`src/design/graphics_tablet_position_counter_macros.svh`:
```
// Assertion macros for the graphics tablet position counter.
// Users supply clk and rst_n in scope; define ASSERT_OFF to drop the checks.
`ifndef GRAPHICS_TABLET_POSITION_COUNTER_MACROS_SVH
`define GRAPHICS_TABLET_POSITION_COUNTER_MACROS_SVH

`ifndef ASSERT_OFF
// Same-cycle implication, checked at every rising edge outside reset.
`define GTPC_ASSERT_IMPLY(lbl, ante, cons, msg) \
  lbl: assert property (@(posedge clk) disable iff (!rst_n) (ante) |-> (cons)) \
    else $error(msg);
// Next-cycle implication.
`define GTPC_ASSERT_NEXT(lbl, ante, cons, msg) \
  lbl: assert property (@(posedge clk) disable iff (!rst_n) (ante) |=> (cons)) \
    else $error(msg);
`else
`define GTPC_ASSERT_IMPLY(lbl, ante, cons, msg)
`define GTPC_ASSERT_NEXT(lbl, ante, cons, msg)
`endif

`endif

```
`src/design/gtpc_pkg.sv`:
```
// Package for the graphics tablet position counter: command codes, item type
// and the fixed constants of the drive timer and counter. No dependencies.
package gtpc_pkg;

  typedef enum logic [2:0] {
    CMD_TICK   = 3'd0,
    CMD_BUS    = 3'd1,
    CMD_PROX   = 3'd2,
    CMD_XPOS   = 3'd3,
    CMD_YPOS   = 3'd4,
    CMD_BUTTON = 3'd5,
    CMD_WINDOW = 3'd6
  } cmd_t;

  localparam logic [1:0] ADDR_DRIVE_X   = 2'd0;
  localparam logic [1:0] ADDR_DRIVE_Y   = 2'd1;
  localparam logic [1:0] ADDR_READ_LOW  = 2'd2;
  localparam logic [1:0] ADDR_READ_HIGH = 2'd3;

  localparam logic [5:0]  DRIVE_RATE  = 6'd49;
  localparam logic [11:0] DRIVE_BASE  = 12'd300;
  localparam logic [11:0] DRIVE_SCALE = 12'd2150;
  localparam logic [16:0] POS_ONE     = 17'h10000;
  localparam logic [16:0] POS_HALF    = 17'h08000;
  localparam logic [3:0]  CNT_LOW_XOR = 4'h7;

  typedef struct packed {
    logic [2:0]         command;
    logic [1:0]         address;
    logic [7:0]         bus_byte;
    logic signed [17:0] value;
  } item_t;

endpackage

```
`src/design/gtpc_core.sv`:
```
// Tablet card state (proximity, positions, button, counter, drive timer)
// and its update for one item. Depends on gtpc_pkg.
module gtpc_core import gtpc_pkg::*; (
  input  logic       clk,
  input  logic       rst_n,
  input  logic       step,
  input  item_t      item,
  output logic [7:0] read_data
);

  logic        in_proximity_r, in_proximity_nxt;
  logic [16:0] pos_x_r, pos_x_nxt;
  logic [16:0] pos_y_r, pos_y_nxt;
  logic        button_down_r, button_down_nxt;
  logic [11:0] counter_r, counter_nxt;
  logic [11:0] drive_remaining_r, drive_remaining_nxt;
  logic        count_enabled_r, count_enabled_nxt;

  logic [16:0] pos_clamped;
  logic [16:0] pos_sel;
  logic [28:0] drive_prod;
  logic [11:0] drive_load;
  logic [5:0]  drive_step;
  logic        flag;

  // Q1.16 position: negatives clamp to zero, anything above 1.0 to 1.0.
  always_comb begin
    if (item.value[17]) begin
      pos_clamped = '0;
    end else if (item.value[16:0] > POS_ONE) begin
      pos_clamped = POS_ONE;
    end else begin
      pos_clamped = item.value[16:0];
    end
  end

  assign flag       = (item.value != '0);
  assign pos_sel    = (item.address == ADDR_DRIVE_Y) ? pos_y_r : pos_x_r;
  assign drive_prod = 29'(pos_sel) * 29'(DRIVE_SCALE);
  // The scaled term is at most 2150, so the sum stays within 12 bits.
  assign drive_load = DRIVE_BASE + drive_prod[27:16];
  assign drive_step = (drive_remaining_r < {6'd0, DRIVE_RATE}) ?
                      drive_remaining_r[5:0] : DRIVE_RATE;

  always_comb begin
    in_proximity_nxt    = in_proximity_r;
    pos_x_nxt           = pos_x_r;
    pos_y_nxt           = pos_y_r;
    button_down_nxt     = button_down_r;
    counter_nxt         = counter_r;
    drive_remaining_nxt = drive_remaining_r;
    count_enabled_nxt   = count_enabled_r;
    read_data           = item.bus_byte;
    case (item.command)
      CMD_TICK: begin
        drive_remaining_nxt = drive_remaining_r - {6'd0, drive_step};
        if (count_enabled_r) begin
          counter_nxt = counter_r + {6'd0, drive_step};
        end
      end
      CMD_BUS: begin
        case (item.address)
          ADDR_DRIVE_X, ADDR_DRIVE_Y: begin
            if (in_proximity_r) begin
              drive_remaining_nxt = drive_load;
            end
            counter_nxt = {4'hf, counter_r[7:0]};
          end
          ADDR_READ_LOW: begin
            read_data = {item.bus_byte[7:4], counter_r[3:0] ^ CNT_LOW_XOR};
          end
          default: begin
            counter_nxt = {counter_r[11:4], 3'd0, ~button_down_r};
            read_data   = counter_r[11:4];
          end
        endcase
      end
      CMD_PROX:   in_proximity_nxt = flag;
      CMD_XPOS:   pos_x_nxt = pos_clamped;
      CMD_YPOS:   pos_y_nxt = pos_clamped;
      CMD_BUTTON: button_down_nxt = flag;
      CMD_WINDOW: begin
        count_enabled_nxt = flag;
        if (!flag) begin
          counter_nxt = {counter_r[11:8], 8'd0};
        end
      end
      default: ;
    endcase
  end

  always_ff @(posedge clk) begin
    if (!rst_n) begin
      in_proximity_r    <= 1'b0;
      pos_x_r           <= POS_HALF;
      pos_y_r           <= POS_HALF;
      button_down_r     <= 1'b0;
      counter_r         <= '0;
      drive_remaining_r <= '0;
      count_enabled_r   <= 1'b0;
    end else if (step) begin
      in_proximity_r    <= in_proximity_nxt;
      pos_x_r           <= pos_x_nxt;
      pos_y_r           <= pos_y_nxt;
      button_down_r     <= button_down_nxt;
      counter_r         <= counter_nxt;
      drive_remaining_r <= drive_remaining_nxt;
      count_enabled_r   <= count_enabled_nxt;
    end
  end

endmodule

```
`config.mk`:
```
export PLATFORM = sky130hd
export DESIGN_NAME = gtpc_core
export DESIGN_NICKNAME = d
export VERILOG_FILES = /design/src/design/graphics_tablet_position_counter_macros.svh /design/src/design/gtpc_pkg.sv /design/src/design/gtpc_core.sv
export SDC_FILE = /design/constraint.sdc
export NUM_CORES = 1
export LEC_CHECK = 0
export ABC_CLOCK_PERIOD_IN_PS = 21400
export BUFFER_PORTS_ARGS = -buffer_cell sky130_fd_sc_hd__buf_2
export CORE_UTILIZATION = 61
export CTS_BUF_LIST = sky130_fd_sc_hd__clkbuf_8
export DETAILED_ROUTE_END_ITERATION = 6
export HOLD_SLACK_MARGIN = 0.03
export PLACE_DENSITY = 0.8
export SYNTH_ARGS = -nofsm -noshare
export SYNTH_HDL_FRONTEND = slang
export SYNTH_SLANG_ARGS = --single-unit
```
`constraint.sdc`:
```
create_clock -name clk -period 21.4 [get_ports clk]
set_input_delay 4.28 -clock clk [delete_from_list [all_inputs] [get_ports clk]]
set_output_delay 4.28 -clock clk [all_outputs]
set_load 0.02 [all_outputs]
```
==> out/summary.txt, run 1 <==
Status - completed
Worst r2r path cells - 21
Global placer's final weighted congestion - 0.9147
Initial core utilization - 0.6315
Unrepaired setup endpoints after global routing - no
ANT nets after route - 0
Synth Warn # - 0
First DRT Iteration DRCs - 297
Routed length per instance - 16.02 µm
Synth Area in Simple Gates - 0.1997
IO Port Bufs - 41
Critical Path RT - 17.12 ns
Max-Cap Viols - 0
Synth Area in Compound Gates - 0.1875
Ant. Diodes - 0
Clk buf depth - 2
Die X - 102.6 µm
Slew HR - 0.2216
Worst-Margin Slew - 1.167 ns
FF-to-FF setup slack - 15.95 ns
Row cnt - 36
Final TNS setup - 0 ns
Crit path DAT - 5.76 ns
First-pass GRT wire length - 23790 µm
CTS Hold Buffers Added - 0
CP Capture Type - output port
Tot Pwr - 0.2763 mW
CTS H-tree depth - 3
Leak pwr - 3.153 nW
Final critical-path required period - 10.04 ns
Fin crit share - 0.4692
Root buf cell - clkbuf_8
CP max stage cell - mux2_2
Total CTS buffers - 9
Post-CTS Resized - 0
Asr flop ratio synth - 0
Syn-to-layout area delta - 8.210%
Post-Synth XOR/XNOR Area - 0.02270
F_max - 0.09960 GHz
Worst slack, placed - 11.29 ns
Worst R2R End - drive_remaining_r[10]
CTS tree - done
Share of cells above drive strength 1 - 0.1278
Mux cell area share after synthesis - 0.04257
CTS Sinks - 61
Layout fillers - 794
Post-CTS setup buffers - 0
Post-Syn Area - 0.006172 mm²
Clk pin slew, worst setup/hold paths - 0.06 ns
Mapped Nets - 906
Most frequent cell on the critical path - buf_2
Pwr dens - 41.37 mW/mm²
Utilization after layout - 0.6833
Primary FF master, synth - dfxtp_1
# placed instances - 908
Crit path launch - item[28]
DP Wirelength - 11580 µm
Clock latency on the worst-skew pair - 0.35 ns
Worst hold-check path type - reg -> reg
Critical Path Source Type - input pin
Cells after Synth - 758
Via density - 6.100
Synthesized flop and latch total - 61
Sequential area share after synthesis - 0.1979
Remaining Overflow, GRT - 0
Hold Startpoint - pos_x_r[0]
Top post-synthesis cells by count - 90 x inv_1, 78 x ha_1, 74 x a21oi_1
Min Hold Slack - 0.4557 ns
Cell Chain, Critical Path - buf_2, inv_1, nor3_1, buf_4, nand3_1, mux2_2, buf_2
Core area - 0.009774 mm²
Vias in the first global route - 5163
Largest family of logic cells by synthesized area - adder cells
Pre-antenna DRT Iters - 5
Distinct cells, synth - 69
Synth top area share - 0.1979
Hold path depth - 2
Largest cells by area after synthesis - dfxtp_1 20%, ha_1 16%, fa_1 12%
Synth area leader - dfxtp_1
Setup ws final - 11.36 ns
Fin. max-slew vios - 0
Reg2Reg Launch Point - pos_y_r[1]
Most frequent cell after synthesis - inv_1
Post-Synth Adder-Cell Area - 0.2749
Die Ht - 102.6 µm
Overall Global Routing Usage - 0.2904
Critical path's largest stage delay - 0.33 ns
Largest net degree at the start of global routing - 36
Worst-path maximum fanout - 15
Die area - 0.01052 mm²
Routed WL - 14790 µm
Post-synth EDFFs - 0
Clock Skews - 0.01059 ns
Non-Filler Instances - 923
Final Cell Area - 0.006679 mm²
Peak supply drop - 0.02442 mV
DRC viols - 0
CP Class - in -> out
Initial antenna violation count - 0
Final nets - 934
Endpoints failing setup - 0
Num ports - 42
Final hold violation count - 0
Min-Delay Endpoint - pos_x_r[0]
Syn_area_per_cell - 8.143 µm²
Via count - 5630
Placed Area - 0.006465 mm²
[where the power goes]
| part | switching (mW) | total [mW] | internal [mW] | leakage (nW) |
|---|---|---|---|---|
| clock | 0.0457 | 0.113 | 0.0674 | 0.110 |
| combinational | 0.0292 | 0.0464 | 0.0172 | 2.55 |
| sequential | 0.00154 | 0.117 | 0.115 | 0.493 |
[worst max-delay path, delay by kind of cell]
kind,cells,cell delay (ns)
AND/OR/NAND/NOR,2,0.42
buffers and inverters,4,0.73
multiplexers,1,0.33
[how the worst max path moves through the flow]
stage / end / depth (start not counted)
floorplan: drive_remaining_r[10] / 23
global placement: read_data[6] / 7
detailed placement: drive_remaining_r[10] / 24
CTS: read_data[7] / 7
global route: read_data[7] / 7
finish: read_data[7] / 7
[placed cells by master, fill, tap and decap left out, drive strengths merged, types with 4 or more instances in the layout]
cell and n:
nand4 6, xnor2 10, and3 12, clkbuf 10
xor2 6, inv 91, a21oi 76, and2 8
a21o 10, mux2i 6, nand3 47, nor2b 6
nand2 72, o21ai 28, o31ai 4, nor3 21
buf 46, nand2b 15, nor2 39, a211oi 11
fa 36, mux2 18, nor4 8, dfxtp 61
o211ai 7, ha 78, a221oi 4
[state kept, by name (all words and copies together), names as in the netlist]
name               count
pos_x_r               17
pos_y_r               17
counter_r             12
drive_remaining_r     12
button_down_r          1
count_enabled_r        1
in_proximity_r         1
[logic make-up after synthesis]
| group | after synthesis |
|---|---|
| adder cells (fa/ha/maj) | 114 |
| buffers and inverters | 120 |
| AO/OA/AOI/OAI | 175 |
| XOR/XNOR | 16 |
| flip-flops | 61 |
| AND/OR/NAND/NOR | 248 |
| multiplexers | 24 |
[layer usage]
| layer | routed length (µm) | GRT usage |
|---|---|---|
| met1 | 6493 | 0.3870 |
| met2 | 7165 | 0.4800 |
| met3 | 826 | 0.04136 |
| met4 | 305 | 0.1033 |
| met5 | 0 | 0 |
[layout make-up]
cell class                 instances  area [µm²]  area share
timing repair buffer              46       242.7     0.03634
clock buffer                      10       137.6     0.02061
sequential                        61        1221      0.1828
multi-input combinational        577        4493      0.6727
inverter                          91       341.6     0.05114
tap                              133       166.4     0.02492
clock inverter                     5       76.32     0.01143
(Power assumes the default switching activity.)
==> inputs of run 2 (changes only) <==
--- a/config.mk
+++ b/config.mk
@@ -5,9 +5,9 @@
 export SDC_FILE = /design/constraint.sdc
 export NUM_CORES = 1
 export LEC_CHECK = 0
-export ABC_CLOCK_PERIOD_IN_PS = 21400
+export ABC_CLOCK_PERIOD_IN_PS = 8600
 export BUFFER_PORTS_ARGS = -buffer_cell sky130_fd_sc_hd__buf_2
-export CORE_UTILIZATION = 61
+export CORE_UTILIZATION = 58
 export CTS_BUF_LIST = sky130_fd_sc_hd__clkbuf_8
 export DETAILED_ROUTE_END_ITERATION = 6
 export HOLD_SLACK_MARGIN = 0.03
==> constraint.sdc (replaced) <==
create_clock -name clk -period 8.6 [get_ports clk]
set_input_delay 1.72 -clock clk [delete_from_list [all_inputs] [get_ports clk]]
set_output_delay 1.72 -clock clk [all_outputs]
set_load 0.02 [all_outputs]
==> run 2 against run 1 <==
Routed wire length is 4.0% higher. Utilization is 3.2 points lower. Cell area rose by 0.66%. First-iteration DRC count rose by 90%. Non-clock buffer count increased by 1. Largest cell class unchanged.
==> out/summary.txt, run 2 (synthesis gave the netlist of run 1 again) <==
Die area - 0.01106 mm²
Slew HR - 0.2107
Peak supply drop - 0.1261 mV
Setup ws final - 1.316 ns
Routed length per instance - 16.58 µm
DRC viols - 0
Num ports - 42
Via count - 5654
Layout fillers - 829
Final hold violation count - 0
Largest registers - pos_x_r: 17 flops, pos_y_r: 17 flops
Die Ht - 105.2 µm
CP Class - in -> reg
IO Port Bufs - 41
Leak pwr - 3.165 nW
First DRT Iteration DRCs - 563
First-pass GRT wire length - 25520 µm
Fin. max-slew vios - 0
Final TNS setup - 0 ns
Final critical-path required period - 7.284 ns
Clock latency on the worst-skew pair - 0.36 ns
Initial antenna violation count - 0
Die X - 105.2 µm
Max-Cap Viols - 0
Pre-antenna DRT Iters - 5
Post-CTS setup buffers - 0
WL met1 - 6815 µm
Pwr dens - 109.1 mW/mm²
Core area - 0.01032 mm²
Routed length on met2 - 7349 µm
Remaining Overflow, GRT - 0
Global placer's final weighted congestion - 0.8439
F_max - 0.1373 GHz
CTS H-tree depth - 3
Ant. Diodes - 0
Commonest non-fill, non-tap cell in the layout - inv_1
Int Pwr - 0.5235 mW
Power share of the clock group - 0.443
Critical Path RT - 8.84 ns
Gate power share - 0.161
Placed Area - 0.006476 mm²
Switch Pwr - 0.2097 mW
Non-Filler Instances - 928
Clk pin slew, worst setup/hold paths - 0.07 ns
Largest net degree at the start of global routing - 36
Status - completed
Clk buf depth - 2
Worst hold-check path type - reg -> reg
Worst slack, placed - 1.016 ns
Total CTS buffers - 9
Tot Pwr - 0.7332 mW
Commonest non-fill, non-tap cells in the layout - 90 x inv_1, 78 x ha_1, 74 x a21oi_1, 72 x nand2_1, 61 x dfxtp_1
Endpoints failing setup - 0
Overall Global Routing Usage - 0.2885
CTS Sinks - 61
Final nets - 935
Initial core utilization - 0.5979
Routed WL - 15390 µm
Share of cells above drive strength 1 - 0.1313
Worst-path maximum fanout - 18
Crit path DAT - 7.53 ns
Via density - 6.093
Syn-to-layout area delta - 8.920%
Vias in the first global route - 5396
Met3 wire length - 948 µm
Fin crit share - 0.8469
Sw Ratio - 0.2861
Critical Path Source Type - input pin
Final Cell Area - 0.006723 mm²
CP Capture Type - flop
Unrepaired setup endpoints after global routing - no
Clock Skews - 0.01119 ns
Share of power burned in registers - 0.396
Root buf cell - clkbuf_8
DP Wirelength - 11790 µm
Row cnt - 37
Max layer used - met4
# placed instances - 912
CTS tree - done
Worst-Margin Slew - 1.184 ns
CTS Hold Buffers Added - 0
ANT nets after route - 0
Post-CTS Resized - 0
==> run 2: cell count changes in the layout (fill, tap and decap cells not counted), sizes merged <==
cell / previous run / this run
buf: 46 / 47
bufinv: 2 / 3
clkbuf: 10 / 9
clkinvlp: 1 / 2
==> run 2: power by group through the flow <==
stage	Combinational [mW]	Clock, mW	Sequential, mW
6_report	0.118	0.325	0.290
5_1_grt	0.130	0.337	0.291
4_1_cts	0.116	0.324	0.290
3_5_place_dp	0.115	0	0.297
3_3_place_gp	0.111	0	0.296
2_1_floorplan	0.0811	0	0.295
==> run 2: metrics by stage <==
| stage | utilization | hold slack, ns |
|---|---|---|
| finish | 0.6512 | 0.4590 |
| global route | 0.6512 | 0.4801 |
| CTS | 0.6512 | 0.4590 |
| detailed placement | 0.6273 | 0.4482 |
| global placement | 0.6273 | 0.4395 |
| floorplan | - | 0.4329 |
==> run 2: final cells by class <==
cell class | count | area (µm²) | area share
Sequential cell | 61 | 1221 | 0.1816
Timing Repair Buffer | 47 | 250.2 | 0.03722
Clock buffer | 9 | 123.9 | 0.01843
Tap cell | 136 | 170.2 | 0.02531
Clock inverter | 7 | 122.6 | 0.01824
Multi-Input combinational cell | 577 | 4493 | 0.6683
Inverter | 91 | 341.6 | 0.05081
==> run 2: final timing paths <==
check	from	end	slack [ns]	cells past startpoint
setup / recovery	item[26]	drive_remaining_r[10]	1.32	23
hold / removal	pos_y_r[14]	pos_y_r[14]	0.46	2
setup reg to reg	pos_y_r[7]	drive_remaining_r[10]	3.06	20
hold reg to reg	pos_y_r[14]	pos_y_r[14]	0.46	2
==> run 2: per-layer routing <==
metal / up-vias / GRT usage
met4: 0 / 0.09557
met3: 27 / 0.04991
met5: - / 0
met1: 2682 / 0.3751
met2: 227 / 0.4844
li1: 2718 / -
==> run 2: worst max-delay path, cell delays in order <==
cell      delay, ns
buf_2          0.18
nor2b_1        0.16
buf_4          0.28
mux2i_1        0.38
inv_1          0.18
ha_1           0.36
fa_1           0.49
fa_1           0.56
inv_1          0.06
fa_1           0.54
inv_1          0.04
ha_1           0.28
and4_1         0.26
nand2_1        0.10
o32ai_2        0.46
nor4_1         0.11
a211oi_2       0.38
ha_1           0.24
a31oi_1        0.09
o21ba_2        0.26
o21bai_1       0.16
xnor2_1        0.13
a21oi_1        0.08
